File: src/rtl/rgb_led_pattern_animator_assert.svh
// assertion helpers, clocked on clk and quiet while rst_n is low
`ifndef RGB_LED_PATTERN_ANIMATOR_ASSERT_SVH
`define RGB_LED_PATTERN_ANIMATOR_ASSERT_SVH

// same-cycle implication
`define RLPA_IMPLIES(label, ante, cons, msg) \
  label: assert property (@(posedge clk) disable iff (!rst_n) (ante) |-> (cons)) \
    else $error(msg);

// next-cycle implication
`define RLPA_NEXT(label, ante, cons, msg) \
  label: assert property (@(posedge clk) disable iff (!rst_n) (ante) |=> (cons)) \
    else $error(msg);

`endif

File: src/rtl/rgb_anim_pkg.sv
package rgb_anim_pkg;

  // request kinds
  localparam logic KIND_TICK = 1'b0;
  localparam logic KIND_SET  = 1'b1;

  // pattern codes
  localparam logic [2:0] PAT_SOLID      = 3'd0;
  localparam logic [2:0] PAT_BLINK      = 3'd1;
  localparam logic [2:0] PAT_BLINK_FAST = 3'd2;
  localparam logic [2:0] PAT_FADE       = 3'd3;
  localparam logic [2:0] PAT_PULSE      = 3'd4;

  // speed codes
  localparam logic [1:0] SPEED_SLOW   = 2'd0;
  localparam logic [1:0] SPEED_NORMAL = 2'd1;
  localparam logic [1:0] SPEED_FAST   = 2'd2;

  // register indexes
  localparam logic [2:0] REG_BRIGHTNESS = 3'd0;
  localparam logic [2:0] REG_PER_SLOW   = 3'd1;
  localparam logic [2:0] REG_PER_NORMAL = 3'd2;
  localparam logic [2:0] REG_PER_FAST   = 3'd3;
  localparam logic [2:0] REG_PULSE_MIN  = 3'd4;
  localparam logic [2:0] REG_PULSE_MAX  = 3'd5;
  localparam logic [2:0] REG_INTERVAL   = 3'd6;

  localparam logic [7:0]  RST_BRIGHTNESS = 8'd255;
  localparam logic [15:0] RST_PER_SLOW   = 16'd2000;
  localparam logic [15:0] RST_PER_NORMAL = 16'd1000;
  localparam logic [15:0] RST_PER_FAST   = 16'd500;
  localparam logic [6:0]  RST_PULSE_MIN  = 7'd10;
  localparam logic [6:0]  RST_PULSE_MAX  = 7'd100;
  localparam logic [15:0] RST_INTERVAL   = 16'd20;

  localparam logic [7:0]  LEVEL_FULL = 8'd255;
  localparam logic [6:0]  PCT_FULL   = 7'd100;
  // ceil(2^22 / 100), exact for values below 25600
  localparam logic [15:0] RECIP_100  = 16'd41944;

  localparam logic [63:0] ONE_Q30     = 64'd1 << 30;
  localparam logic [63:0] HALF_PI_Q30 = 64'd1686629713;

  typedef struct packed {
    logic [7:0]  brightness;
    logic [15:0] per_slow;
    logic [15:0] per_normal;
    logic [15:0] per_fast;
    logic [6:0]  pulse_min;
    logic [6:0]  pulse_max;
    logic [15:0] update_interval;
  } cfg_regs_t;

  // pct * 255 / 100 with pct saturated at 100
  function automatic logic [7:0] pct_to_level(input logic [6:0] pct);
    logic [6:0]  sat;
    logic [14:0] scaled;
    logic [30:0] prod;
    sat    = (pct > PCT_FULL) ? PCT_FULL : pct;
    scaled = {sat, 8'd0} - 15'(sat);
    prod   = 31'(scaled) * 31'(RECIP_100);
    return prod[29:22];
  endfunction

  // x / 255 for x up to 255*255
  function automatic logic [7:0] div255(input logic [15:0] x);
    logic [16:0] s;
    s = 17'(x) + 17'(x[15:8]) + 17'd1;
    return s[15:8];
  endfunction

  // x / 65535 for quotients up to 255
  function automatic logic [7:0] div65535(input logic [23:0] x);
    logic [24:0] s;
    s = 25'(x) + 25'(x[23:16]) + 25'd1;
    return s[23:16];
  endfunction

endpackage

File: src/rtl/rgb_anim_regs.sv
module rgb_anim_regs
  import rgb_anim_pkg::*;
(
  input  logic        clk,
  input  logic        rst_n,
  input  logic        psel,
  input  logic        penable,
  input  logic        pwrite,
  input  logic [4:0]  paddr,
  input  logic [31:0] pwdata,
  output logic [31:0] prdata,
  output logic        pready,
  output cfg_regs_t   cfg
);

  cfg_regs_t   cfg_r;
  logic [2:0]  reg_idx;
  logic        wr_en;

  assign pready  = 1'b1;
  assign reg_idx = paddr[4:2];
  assign wr_en   = psel && penable && pwrite && pready;
  assign cfg     = cfg_r;

  always_ff @(posedge clk) begin
    if (!rst_n) begin
      cfg_r.brightness      <= RST_BRIGHTNESS;
      cfg_r.per_slow        <= RST_PER_SLOW;
      cfg_r.per_normal      <= RST_PER_NORMAL;
      cfg_r.per_fast        <= RST_PER_FAST;
      cfg_r.pulse_min       <= RST_PULSE_MIN;
      cfg_r.pulse_max       <= RST_PULSE_MAX;
      cfg_r.update_interval <= RST_INTERVAL;
    end else if (wr_en) begin
      case (reg_idx)
        REG_BRIGHTNESS: cfg_r.brightness      <= pwdata[7:0];
        REG_PER_SLOW:   cfg_r.per_slow        <= pwdata[15:0];
        REG_PER_NORMAL: cfg_r.per_normal      <= pwdata[15:0];
        REG_PER_FAST:   cfg_r.per_fast        <= pwdata[15:0];
        REG_PULSE_MIN:  cfg_r.pulse_min       <= pwdata[6:0];
        REG_PULSE_MAX:  cfg_r.pulse_max       <= pwdata[6:0];
        REG_INTERVAL:   cfg_r.update_interval <= pwdata[15:0];
        default: ;
      endcase
    end
  end

  always_comb begin
    case (reg_idx)
      REG_BRIGHTNESS: prdata = 32'(cfg_r.brightness);
      REG_PER_SLOW:   prdata = 32'(cfg_r.per_slow);
      REG_PER_NORMAL: prdata = 32'(cfg_r.per_normal);
      REG_PER_FAST:   prdata = 32'(cfg_r.per_fast);
      REG_PULSE_MIN:  prdata = 32'(cfg_r.pulse_min);
      REG_PULSE_MAX:  prdata = 32'(cfg_r.pulse_max);
      REG_INTERVAL:   prdata = 32'(cfg_r.update_interval);
      default:        prdata = 32'd0;
    endcase
  end

endmodule

File: src/rtl/rgb_anim_div.sv
module rgb_anim_div
  import rgb_anim_pkg::*;
#(
  parameter int QB = 9
) (
  input  logic             clk,
  input  logic             rst_n,
  input  logic             start,
  input  logic [16+QB-1:0] dividend,
  input  logic [15:0]      divisor,
  output logic             done,
  output logic [QB-1:0]    quotient
);

  localparam int DW = 16 + QB;
  localparam int CW = $clog2(QB + 1);

  logic          busy_r;
  logic          done_r;
  logic [CW-1:0] cnt_r;
  logic [15:0]   rem_r;
  logic [15:0]   dsr_r;
  logic [QB-1:0] dvd_r;
  logic [QB-1:0] quo_r;
  logic [16:0]   trial;
  logic [16:0]   diff;
  logic          ge;

  // quotient is known to fit QB bits, so the top of the dividend is the first remainder
  assign trial    = {rem_r, dvd_r[QB-1]};
  assign diff     = trial - {1'b0, dsr_r};
  assign ge       = trial >= {1'b0, dsr_r};
  assign done     = done_r;
  assign quotient = quo_r;

  always_ff @(posedge clk) begin
    if (!rst_n) begin
      busy_r <= 1'b0;
      done_r <= 1'b0;
      cnt_r  <= '0;
    end else begin
      done_r <= 1'b0;
      if (start) begin
        busy_r <= 1'b1;
        cnt_r  <= CW'(QB);
        rem_r  <= dividend[DW-1:QB];
        dvd_r  <= dividend[QB-1:0];
        dsr_r  <= divisor;
      end else if (busy_r) begin
        rem_r <= ge ? diff[15:0] : trial[15:0];
        dvd_r <= dvd_r << 1;
        quo_r <= {quo_r[QB-2:0], ge};
        cnt_r <= cnt_r - CW'(1);
        if (cnt_r == CW'(1)) begin
          busy_r <= 1'b0;
          done_r <= 1'b1;
        end
      end
    end
  end

endmodule

File: src/rtl/rgb_anim_sine.sv
module rgb_anim_sine
  import rgb_anim_pkg::*;
#(
  parameter int SINE_ENTRIES = 256,
  parameter int SB = 8
) (
  input  logic          clk,
  input  logic [SB-1:0] rd_idx,
  output logic [15:0]   rd_data
);

  localparam logic [63:0] N64 = 64'(SINE_ENTRIES);

  logic [15:0] tbl [SINE_ENTRIES];
  logic [15:0] rd_data_r;

  function automatic logic [63:0] taylor_mul(input logic [63:0] term, input logic [63:0] x);
    return (((term * x) >> 30) * x) >> 30;
  endfunction

  // round(65535 * (1 + sin(2*pi*i/N)) / 2), quarter wave series in Q30
  function automatic logic [15:0] sine_entry(input int unsigned i);
    logic [63:0] u;
    logic [63:0] q;
    logic [63:0] r;
    logic [63:0] x;
    logic [63:0] term;
    logic [63:0] sum;
    logic [63:0] v;
    u = 64'(i) << 2;
    q = u / N64;
    r = u % N64;
    if (q[0]) r = N64 - r;
    x    = (HALF_PI_Q30 * r) / N64;
    term = x;
    sum  = x;
    term = taylor_mul(term, x) / 64'd6;
    sum  = sum - term;
    term = taylor_mul(term, x) / 64'd20;
    sum  = sum + term;
    term = taylor_mul(term, x) / 64'd42;
    sum  = sum - term;
    term = taylor_mul(term, x) / 64'd72;
    sum  = sum + term;
    term = taylor_mul(term, x) / 64'd110;
    sum  = sum - term;
    term = taylor_mul(term, x) / 64'd156;
    sum  = sum + term;
    if (sum > ONE_Q30) sum = ONE_Q30;
    v = (q >= 64'd2) ? ONE_Q30 - sum : ONE_Q30 + sum;
    return 16'((v * 64'd65535 + ONE_Q30) >> 31);
  endfunction

  for (genvar g = 0; g < SINE_ENTRIES; g++) begin : g_entry
    localparam logic [15:0] ENTRY = sine_entry(g);
    assign tbl[g] = ENTRY;
  end

  always_ff @(posedge clk) begin
    rd_data_r <= tbl[rd_idx];
  end

  assign rd_data = rd_data_r;

endmodule

File: src/rtl/rgb_led_pattern_animator.sv
// rgb led pattern animator
// in channel: one request per accept; in_tuser[0] is the kind (tick or set),
// in_tdata carries the new colour, pattern and speed, used only on a set.
// out channel: one colour per emitted request, red in the low byte.
// cfg port: apb-style register file, writes are registered, reads are
// combinational; the user must write registers only while the block is
// idle, the block itself does not enforce it. a tick that emits nothing
// completes in the accept cycle and in_tready stays high. an emitting
// request walks the sequencer: solid and blink go from S_LEVEL to S_CHAN,
// fade adds S_DIV, pulse adds S_LO, S_HI, S_DIV, S_TBL and S_SCALE, and
// S_OUT raises out_tvalid. QB = max(9, log2 SINE_ENTRIES) is the bit count
// of the shared restoring divider that does the fade ramp and the sine
// table index. channel scaling reuses one 16x8 multiplier for six steps.
// in_tready is high only in the idle state. a finished colour goes to the
// output register; if that register still holds an untaken colour, the
// sequencer waits until out_tready frees it, so no result is dropped.
// after reset the registers take their defaults, the pattern is inactive
// and ticks emit nothing until the first set request.
`include "rgb_led_pattern_animator_assert.svh"

module rgb_led_pattern_animator
  import rgb_anim_pkg::*;
#(
  parameter int SINE_ENTRIES = 256,
  parameter int TIME_BITS = 16
) (
  input  logic        clk,
  input  logic        rst_n,
  input  logic        in_tvalid,
  output logic        in_tready,
  input  logic [31:0] in_tdata,   // new_color[23:0], new_pattern[26:24], new_speed[28:27]
  input  logic [0:0]  in_tuser,   // kind[0]
  output logic        out_tvalid,
  input  logic        out_tready,
  output logic [23:0] out_tdata,  // red[7:0], green[15:8], blue[23:16]
  input  logic        cfg_psel,
  input  logic        cfg_penable,
  input  logic        cfg_pwrite,
  input  logic [4:0]  cfg_paddr,
  input  logic [31:0] cfg_pwdata,
  output logic [31:0] cfg_prdata,
  output logic        cfg_pready
);

  localparam int SB = $clog2(SINE_ENTRIES);
  localparam int QB = (SB > 9) ? SB : 9;
  localparam int DW = 16 + QB;
  localparam int MW = (TIME_BITS > 16) ? TIME_BITS : 16;

  typedef enum logic [3:0] {
    S_IDLE, S_LEVEL, S_LO, S_HI, S_DIV, S_TBL, S_SCALE, S_CHAN, S_OUT
  } state_t;

  cfg_regs_t cfg;

  state_t               state_r;
  logic                 active_r;
  logic [23:0]          color_r;
  logic [2:0]           pattern_r;
  logic [1:0]           speed_r;
  logic [TIME_BITS-1:0] phase_r;
  logic [TIME_BITS-1:0] since_r;
  logic [7:0]           level_r;
  logic [7:0]           lo_r;
  logic [7:0]           hi_r;
  logic [2:0]           step_r;
  logic [7:0]           chan_r [3];
  logic [23:0]          out_data_r;
  logic                 out_valid_r;

  logic                 in_acc;
  logic                 in_kind;
  logic [15:0]          per_raw;
  logic [15:0]          period;
  logic [TIME_BITS-1:0] since_inc;
  logic [TIME_BITS-1:0] phase_inc;
  logic                 phase_wrap;
  logic                 interval_hit;
  logic [MW-1:0]        phase_ext;
  logic [15:0]          pos;
  logic                 first_half;
  logic [15:0]          ramp_num;
  logic [DW-1:0]        fade_dvd;
  logic [DW-1:0]        pulse_dvd;
  logic                 div_start;
  logic [DW-1:0]        div_dividend;
  logic                 div_done;
  logic [QB-1:0]        div_quo;
  logic [15:0]          sine_val;
  logic [6:0]           pct_in;
  logic [7:0]           pct_lvl;
  logic [7:0]           span;
  logic [1:0]           ch;
  logic                 second;
  logic [7:0]           color_byte;
  logic [15:0]          mul_a;
  logic [7:0]           mul_b;
  logic [23:0]          mul_p;
  logic [7:0]           chan_q;
  logic [7:0]           scale_q;

  rgb_anim_regs u_regs (
    .clk     (clk),
    .rst_n   (rst_n),
    .psel    (cfg_psel),
    .penable (cfg_penable),
    .pwrite  (cfg_pwrite),
    .paddr   (cfg_paddr),
    .pwdata  (cfg_pwdata),
    .prdata  (cfg_prdata),
    .pready  (cfg_pready),
    .cfg     (cfg)
  );

  rgb_anim_div #(.QB(QB)) u_div (
    .clk      (clk),
    .rst_n    (rst_n),
    .start    (div_start),
    .dividend (div_dividend),
    .divisor  (period),
    .done     (div_done),
    .quotient (div_quo)
  );

  rgb_anim_sine #(.SINE_ENTRIES(SINE_ENTRIES), .SB(SB)) u_sine (
    .clk     (clk),
    .rd_idx  (div_quo[SB-1:0]),
    .rd_data (sine_val)
  );

  assign in_tready  = (state_r == S_IDLE);
  assign in_acc     = in_tvalid && in_tready;
  assign in_kind    = in_tuser[0];
  assign out_tvalid = out_valid_r;
  assign out_tdata  = out_data_r;

  always_comb begin
    unique case (speed_r)
      SPEED_SLOW: per_raw = cfg.per_slow;
      SPEED_FAST: per_raw = cfg.per_fast;
      default:    per_raw = cfg.per_normal;
    endcase
  end

  // a zero period acts as one
  assign period = (per_raw == 16'd0) ? 16'd1 : per_raw;

  // tick bookkeeping
  assign since_inc    = (&since_r) ? since_r : since_r + 1'b1;
  assign phase_inc    = phase_r + 1'b1;
  assign phase_wrap   = MW'(phase_inc) >= MW'(period);
  assign interval_hit = MW'(since_inc) >= MW'(cfg.update_interval);

  // phase is below the period whenever a level is computed
  assign phase_ext  = MW'(phase_r);
  assign pos        = phase_ext[15:0];
  assign first_half = {pos, 1'b0} < {1'b0, period};
  assign ramp_num   = first_half ? pos : period - pos;
  assign fade_dvd   = (DW'(ramp_num) << 9) - (DW'(ramp_num) << 1);
  assign pulse_dvd  = DW'(pos) * DW'(SINE_ENTRIES);

  assign div_start    = ((state_r == S_LEVEL) && (pattern_r == PAT_FADE)) ||
                        (state_r == S_HI);
  assign div_dividend = (state_r == S_HI) ? pulse_dvd : fade_dvd;

  assign pct_in  = (state_r == S_LO) ? cfg.pulse_min : cfg.pulse_max;
  assign pct_lvl = pct_to_level(pct_in);
  assign span    = (hi_r >= lo_r) ? hi_r - lo_r : lo_r - hi_r;

  assign ch     = step_r[2:1];
  assign second = step_r[0];

  always_comb begin
    unique case (ch)
      2'd0:    color_byte = color_r[23:16];
      2'd1:    color_byte = color_r[15:8];
      default: color_byte = color_r[7:0];
    endcase
  end

  // shared multiplier: pulse span scaling, then two passes per channel
  always_comb begin
    if (state_r == S_SCALE) begin
      mul_a = sine_val;
      mul_b = span;
    end else begin
      mul_a = {8'd0, second ? chan_r[ch] : color_byte};
      mul_b = second ? cfg.brightness : level_r;
    end
  end

  assign mul_p   = 24'(mul_a) * 24'(mul_b);
  assign chan_q  = div255(mul_p[15:0]);
  assign scale_q = div65535(mul_p);

  always_ff @(posedge clk) begin
    if (!rst_n) begin
      state_r     <= S_IDLE;
      active_r    <= 1'b0;
      color_r     <= '0;
      pattern_r   <= PAT_SOLID;
      speed_r     <= SPEED_NORMAL;
      phase_r     <= '0;
      since_r     <= '0;
      out_valid_r <= 1'b0;
    end else begin
      // the output state handles the register itself
      if (out_tready && (state_r != S_OUT)) out_valid_r <= 1'b0;
      unique case (state_r)
        S_IDLE: begin
          if (in_acc) begin
            if (in_kind == KIND_SET) begin
              color_r   <= in_tdata[23:0];
              pattern_r <= in_tdata[26:24];
              speed_r   <= in_tdata[28:27];
              active_r  <= 1'b1;
              phase_r   <= '0;
              since_r   <= '0;
              state_r   <= S_LEVEL;
            end else begin
              since_r <= interval_hit ? '0 : since_inc;
              phase_r <= phase_wrap ? '0 : phase_inc;
              if (interval_hit && active_r) state_r <= S_LEVEL;
            end
          end
        end
        S_LEVEL: begin
          step_r <= 3'd0;
          unique case (pattern_r)
            PAT_BLINK, PAT_BLINK_FAST: begin
              level_r <= first_half ? LEVEL_FULL : 8'd0;
              state_r <= S_CHAN;
            end
            PAT_FADE:  state_r <= S_DIV;
            PAT_PULSE: state_r <= S_LO;
            default: begin
              level_r <= LEVEL_FULL;
              state_r <= S_CHAN;
            end
          endcase
        end
        S_LO: begin
          lo_r    <= pct_lvl;
          state_r <= S_HI;
        end
        S_HI: begin
          hi_r    <= pct_lvl;
          state_r <= S_DIV;
        end
        S_DIV: begin
          if (div_done) begin
            if (pattern_r == PAT_FADE) begin
              level_r <= div_quo[7:0];
              step_r  <= 3'd0;
              state_r <= S_CHAN;
            end else begin
              state_r <= S_TBL;
            end
          end
        end
        S_TBL: state_r <= S_SCALE;
        S_SCALE: begin
          // max below min makes the level fall from min
          level_r <= (hi_r >= lo_r) ? lo_r + scale_q : lo_r - scale_q;
          step_r  <= 3'd0;
          state_r <= S_CHAN;
        end
        S_CHAN: begin
          chan_r[ch] <= chan_q;
          if (step_r == 3'd5) state_r <= S_OUT;
          else step_r <= step_r + 3'd1;
        end
        S_OUT: begin
          if (!out_valid_r || out_tready) begin
            out_data_r  <= {chan_r[2], chan_r[1], chan_r[0]};
            out_valid_r <= 1'b1;
            state_r     <= S_IDLE;
          end
        end
      endcase
    end
  end

  `RLPA_IMPLIES(a_div_done_in_wait, div_done, state_r == S_DIV,
    "divider finished outside its wait state")
  `RLPA_NEXT(a_set_starts_level, in_acc && (in_kind == KIND_SET), state_r == S_LEVEL,
    "set request did not start a level computation")
  `RLPA_IMPLIES(a_step_range, state_r == S_CHAN, step_r <= 3'd5,
    "channel step counter out of range")
  `RLPA_NEXT(a_out_no_overwrite, (state_r == S_OUT) && out_valid_r && !out_tready,
    (state_r == S_OUT) && out_valid_r,
    "pending colour overwritten before it was taken")

endmodule

File: config.mk
export PLATFORM = sky130hd
export DESIGN_NAME = rgb_led_pattern_animator
export DESIGN_NICKNAME = d
export VERILOG_FILES = /design/src/rtl/rgb_anim_pkg.sv /design/src/rtl/rgb_anim_regs.sv /design/src/rtl/rgb_anim_div.sv /design/src/rtl/rgb_anim_sine.sv /design/src/rtl/rgb_led_pattern_animator.sv
export VERILOG_INCLUDE_DIRS = /design/src /design/src/rtl
export SDC_FILE = /design/constraint.sdc
export NUM_CORES = 2
export LEC_CHECK = 0
export BUFFER_PORTS_ARGS = -buffer_cell sky130_fd_sc_hd__buf_2
export CAP_MARGIN = 25
export CORE_MARGIN = 2
export CORE_UTILIZATION = 25
export CTS_BUF_LIST = sky130_fd_sc_hd__clkbuf_16
export DETAILED_ROUTE_END_ITERATION = 8
export SLEW_MARGIN = 15
export SYNTH_ARGS = -nofsm -noshare
export SYNTH_HDL_FRONTEND = slang
export SYNTH_SLANG_ARGS = --single-unit
export TNS_END_PERCENT = 100
File: constraint.sdc
create_clock -name clk -period 12.4 [get_ports clk]
set_input_delay 0.62 -clock clk [delete_from_list [all_inputs] [get_ports clk]]
set_output_delay 0.62 -clock clk [all_outputs]
set_load 0.03 [all_outputs]
# [Word level (Yosys, flattened, before mapping)]
# Memory sizes are Yosys's and may differ from the RTL's. A register that Yosys moved wholly into a read port is not among the register bits.
# Index checks and enable logic that the tools add are counted.
[op_classes] magnitude_cmp=6 addsub=16 eq_ne=31 mux=55 reduce_logical=41 n_mul=2 bitwise=4
[op_table] cell="16-bit 2-to-1 mux" n=11
[op_table] cell="16-bit case mux with 7 select lines" n=1
[op_table] cell="8-bit 2-to-1 mux" n=8
[op_table] cell="16-bit by 1-bit adder with 16-bit output (second input constant)" n=3
[op_table] cell="4-bit case mux with 9 select lines" n=1
[op_table] cell="16-bit >= comparator" n=2
[op_table] cell="4-bit 2-to-1 mux" n=8
[op_table] cell="16-bit case mux with 2 select lines" n=1
[op_table] cell="8-bit case mux with 2 select lines" n=2
[op_table] cell="16-bit subtractor" n=2
[op_table] cell="15-bit by 13-bit multiplier with 27-bit output (second input constant)" n=1
[op_table] cell="25-bit 2-to-1 mux" n=1
[op_table] cell="25-bit by 17-bit subtractor with 25-bit output" n=1
[op_table] cell="24-bit by 1-bit adder with 24-bit output (second input constant)" n=1
[op_table] cell="24-bit by 8-bit adder with 24-bit output" n=1
[op_table] cell="16-bit by 8-bit multiplier with 24-bit output" n=1
[op_table] cell="8-bit case mux with 3 select lines" n=1
[op_table] cell="2-bit AND reduction" n=12
[op_table] cell="8-bit subtractor" n=3
[op_table] cell="9-bit 2-to-1 mux" n=2
[op_table] cell="17-bit by 16-bit >= comparator with 1-bit output" n=1
[op_table] cell="17-bit by 16-bit less-than comparator with 1-bit output" n=1
[op_table] cell="16-bit by 8-bit adder with 16-bit output" n=1
[op_table] cell="4-bit by 3-bit == test with 1-bit output (second input constant)" n=4
[op_table] cell="40 further kinds" n=85
[totals] out_inout_bits=59 memories=2 reg_bits=235 ramBits=24 inputBits=77 romBits=4096
[mem_list] name="(name not given)" words=256 width=16 read_ports=1 rd_clocked_by_memory_dff=1 wr=0 line_no="rgb_anim_sine.sv:60" rtl="rd_data_r <= tbl[rd_idx];"
[mem_list] name="chan_r" words=3 width=8 read_ports=4 rd_clocked_by_memory_dff=4 wr=1 line_no="rgb_led_pattern_animator.sv:67" rtl="logic [7:0] chan_r [3];"

# [Depth between registers and ports, before layout]
[logic_depth] ltp_word=10 mapped_depth=55

# [Modules after synthesis]
# A second synthesis with hierarchy kept.
[unflattened] cells_unflattened=3769 area_unflattened_um2=32190.9
[by_module_without_submodules] mod="rgb_led_pattern_animator" seq_area_each_um2=3873.7 area_each_um2=19882.8 cells_each=2252 instances=1
[by_module_without_submodules] mod="rgb_anim_sine" seq_area_each_um2=320.3 area_each_um2=4951.0 cells_each=798 instances=1
[by_module_without_submodules] mod="rgb_anim_regs" seq_area_each_um2=1721.7 area_each_um2=4234.1 cells_each=441 instances=1
[by_module_without_submodules] mod="rgb_anim_div" seq_area_each_um2=1621.6 area_each_um2=3123.0 cells_each=278 instances=1

# [Worst setup path after synthesis]
# OpenSTA, ideal clock, no wires.
[synth_timing] kind="register to register" start="register hi_r[0]" end="register level_r[7], data pin" path_stages_with_launch=54 synth_period_minus_slack_ps=11680 arrival_time_ps=11410 path_buffers=1 setup_slack_ps=720 path_cell_list="edfxtp_1 inv_1 ha_1 inv_1 fa_1 a21oi_1 o211ai_1 a21o_1 a21oi_1 o21a_1 mux2_2 a21oi_1 o21ai_0 xnor2_1 o21ai_1 or2_2 fa_1 fa_1 [... 18 more ...] nand4_1 or3b_2 nand2_1 and2_1 inv_1 ha_1 nor2_1 xnor2_1 xnor2_1 ha_1 a21o_1 a21o_1 a21oi_1 o21ai_0 xnor2_1 xnor2_1 xnor2_1 o21ai_1"
[synth_between] elab_chain_cells=9
[synth_lines] item="start, declared" line_no="rgb_led_pattern_animator.sv:65" rtl="logic [7:0] hi_r;"
[synth_lines] item="start signal, assigned" line_no="rgb_led_pattern_animator.sv:247" rtl="hi_r <= pct_lvl;"
[synth_lines] item="8-bit subtractor or 8-bit >= comparator (tied branches)" line_no="rgb_led_pattern_animator.sv:168, rgb_led_pattern_animator.sv:264"
[synth_lines] item="8-bit 2-to-1 mux" line_no="rgb_led_pattern_animator.sv:168" rtl="assign span = (hi_r >= lo_r) ? hi_r - lo_r : lo_r - hi_r;"
[synth_lines] item="8-bit 2-to-1 mux" line_no="rgb_led_pattern_animator.sv:183" rtl="if (state_r == S_SCALE) begin"
[synth_lines] item="16-bit by 8-bit multiplier with 24-bit output" line_no="rgb_led_pattern_animator.sv:192" rtl="assign mul_p = 24'(mul_a) * 24'(mul_b);"
[synth_lines] item="24-bit by 8-bit adder with 24-bit output" line_no="rgb_anim_pkg.sv:75" rtl="s = 25'(x) + 25'(x[23:16]) + 25'd1;"
[synth_lines] item="24-bit by 1-bit adder with 24-bit output" line_no="rgb_anim_pkg.sv:75"
[synth_lines] item="8-bit subtractor or 8-bit adder (tied branches)" line_no="rgb_led_pattern_animator.sv:264" rtl="level_r <= (hi_r >= lo_r) ? lo_r + scale_q : lo_r - scale_q;"
[synth_lines] item="8-bit 2-to-1 mux *" line_no="rgb_led_pattern_animator.sv:264"
[synth_lines] item="8-bit case mux with 3 select lines *" line_no="rgb_led_pattern_animator.sv:209" rtl="unique case (state_r)"
[synth_lines] item="end signal, assigned" line_no="rgb_led_pattern_animator.sv:231" rtl="level_r <= first_half ? LEVEL_FULL : 8'd0;"
[synth_lines] item="end signal, assigned" line_no="rgb_led_pattern_animator.sv:253" rtl="level_r <= div_quo[7:0];"
[synth_lines] item="end signal, assigned" line_no="rgb_led_pattern_animator.sv:264"
[synth_lines] item="end, declared" line_no="rgb_led_pattern_animator.sv:63" rtl="logic [7:0] level_r;"
# Mark *: on every way between the ends. The rest lies on a longest branch, timed or not.
# A chain may end at the register's enable or synchronous reset.

# [Worst setup path after layout]
# Same ends and word-level chain as after synthesis.

==> flow_summary_export.csv <==
group,metric,value,unit
grt,grt_max_degree,131,
setup_path,startpoint_type,"flop",
yosys,yosysUniqueCellTypes,92,
sta,post-route-min-period,11830,ps
pwr,p_total,11.0,mW
yosys,syn_area,30800,um2
pwr,vdd_drop_max,0.432,mV
grt,grt_pass1_wl,155,mm
finish,area_delta_synth_final,11.6,%
yosys,avgSynthCellArea,8.15,um2
setup_path,cp.required,12740,ps
clock_tree,clk-insertion-delay-late,590,ps
grt,grt_pass1_vias,27200,
routing,vias_per_cell,5.16,
sta,hold_viol_final,0,
yosys,synth-main-ff-cell,"dfxtp_1",
yosys,synth.most_common_cell,"nand2_1",
finish,stdcell_count,5440,
setup_path,crit_path_end_kind,"flop",
yosys,synth-seq-area-share,24.3,%
pwr,p_leak,14.7,nW
yosys,synth_common_cells,"484 x nand2_1, 354 x inv_1, 319 x nor2_1",
floorplanning,fp.dieW,355,um
routing,drc,0,
yosys,synthArstFlopShare,0,%
yosys,synth_seq_cells,308,
finish,diodes,0,
place,dp_hpwl,74.7,mm
yosys,postSynthCellCount,3779,
clock_tree,clk_transition_reported_paths,70,ps
flow_run,drv_cap,0,
sta,fmaxAchievable,0.0845,GHz
sta,tightest_slew,1130,ps
clock_tree,cts_tree,"yes",
sta,timing.final.crit_share,95.4,%
place,place_congestion,0.956,
finish,nets,4313,
finish,utilization,28.2,%
setup_path,cp_data_arrival_time,12170,ps
floorplanning,die_h,355,um
sta,fin_tns_setup,0,ps
setup_path,crit_type,"reg2reg",
run_status,status,"finished, final reports clean",
floorplanning,rows,128,
grt,antenna_found_initial,7,
clock_tree,ctsRootBufferMaster,"clkbuf_16",
sta,slew_headroom,23.4,%
floorplanning,start_util,25.2,%
floorplanning,core,122000,um2
finish,regArea,7480,um2
routing,ant_nets,0,
routing,wl_per_cell,18.1,um
yosys,synth_edf_count,131,
pwr,power_density,319,nW/um2
worst_hold_path,hold_class,"in2reg",
yosys,yosys-top-cells-area,"edfxtp_1 13%, ha_1 12%, dfxtp_1 12%, fa_1 10%, nand2_1 5.9%",
setup_path,crit_fanout,8,
yosys,synth.top_cell.area_share,12.8,%
setup_path,crit_slowest_cell,"fa_1",
finish,multi_input_area,21200,um2
clock_tree,clockBufferDepth,3,
routing,initialDrtViolationCount,3232,
sta,setup_violations,0,
setup_path,crit_top_cell,"a21o_1",
setup_path,max_stage_delay,560,ps
clock_tree,clock_sinks,308,
routing,wl,98.7,mm
finish,fillers,13100,
place,placed_area,33200,um2
yosys,synth_warnings,0,
routing,vias,28100,
yosys,synth_top_area_cell,"edfxtp_1",
clock_tree,h-tree-depth,2,
finish,drive_above_1_share,9.46,%
routing,drt-pass1-iter-count,6,
grt,track_usage,15.2,%
place,dp_cells,5369,
floorplanning,dieArea,126000,um2
grt,grt_overflow,0,
sta,maxSlewViolCount,0,
place,port_buffers,97,
floorplanning,pin_count,136,
finish,design_area,34400,um2
clock_tree,cts_buffers,35,
sta,fin_worst_skew,16.4,ps
-- worst paths after layout --
kind / startpoint / end / slack, ps / depth (start not counted)
max: hi_r[0] / level_r[7] / 570 / 54
min: in_tdata[21] / color_r[21] / 280 / 3
max reg2reg: hi_r[0] / level_r[7] / 570 / 54
min reg2reg: chan_r[0][3] / out_tdata[3] / 450 / 0
-- state kept, by name, indices dropped and copies added (netlist names), 8 cells and up, named ones only --
signal,flops
chan_r,32
u_div.dvd_r,8
phase_ext,16
hi_r,8
u_div.rem_r,16
out_tdata,24
color_r,24
level_r,8
u_sine.rd_data,16
u_div.quotient,8
lo_r,8
since_r,16
u_div.dsr_r,16
u_regs.cfg,86
-- cells in the final DEF (no fill, tap or decap), types with 21 or more instances in the layout --
master     count
o22ai_1       27
nand3_1      130
nor2b_1       36
o21ai_0      206
and2_1        21
ha_1         289
edfxtp_1     131
nand2_1      484
nor3_1        52
mux2_2        32
fa_1         156
a21oi_1      293
o21a_1        32
clkbuf_16     35
nor2_1       316
nand2b_1      32
a21o_1        48
mux2i_1       80
o211ai_1      27
buf_4         83
a22oi_1       46
inv_1        357
a31oi_1       34
nand4_1       31
dfxtp_1      177
a211oi_1      37
and3_1        28
xnor2_1       84
xor2_1        35
buf_2         97
-- critical path, delay by kind of cell, from the launching register on --
family / cells / cell delay (ps)
and+or+nand+nor: 7 / 1150
muxes: 1 / 360
DFF: 1 / 390
xor gates and xnor gates: 5 / 790
adders and majority gates: 10 / 3700
buffers and inverters: 9 / 1000
AOI/OAI and AO/OA: 22 / 4190
-- cell families after synthesis --
family / count (synthesis) / synth area share, %
multiplexers: 138 / 5.35
AND/OR/NAND/NOR: 1221 / 17.8
buffers and inverters: 590 / 7.51
flip-flops: 308 / 24.3
adder cells (fa/ha/maj): 446 / 21.9
other: 2 / 0.0244
AO/OA/AOI/OAI: 955 / 19.7
XOR/XNOR: 119 / 3.38
-- power by group --
group / total (mW) / switching (mW) / internal [mW] / leakage [nW]
clock: 1.02 / 0.492 / 0.528 / 0.544
combinational: 8.25 / 4.94 / 3.31 / 11.5
sequential: 1.70 / 0.0712 / 1.63 / 2.61
-- through the flow --
step | hold slack, ps | setup WS (ps)
final | 276 | 565
after global routing | 264 | -26.6
after global placement | 426 | 189
after detailed placement | 437 | 133
after CTS | 231 | 67.3
after floorplan | 421 | 720
-- routing by layer --
| metal | global-route usage (%) | part of all wire (%) | vias up |
|---|---|---|---|
| met5 | 0 | 0.031 | - |
| met4 | 5.01 | 3.1 | 4 |
| met3 | 3.31 | 9.2 | 207 |
| met2 | 23.4 | 43 | 1252 |
| met1 | 21.1 | 45 | 13300 |
| li1 | - | - | 13300 |
-- what timing repair did --
action,CTS,global route
resized for setup,0,26
buffers inserted,0,5
endpoints found under the setup margin,0,5
hold buffers,0,0
-- final cells by class --
class / count / share of cell area, %
multi-input cells: 2896 / 61.7
flip-flops and latches: 308 / 21.7
well taps: 1625 / 5.91
inverters: 359 / 3.92
repair buffers: 190 / 3.58
clock buffers: 35 / 2.55
clock inverters: 27 / 0.564
Note: power is estimated with default switching activity, not from simulation.
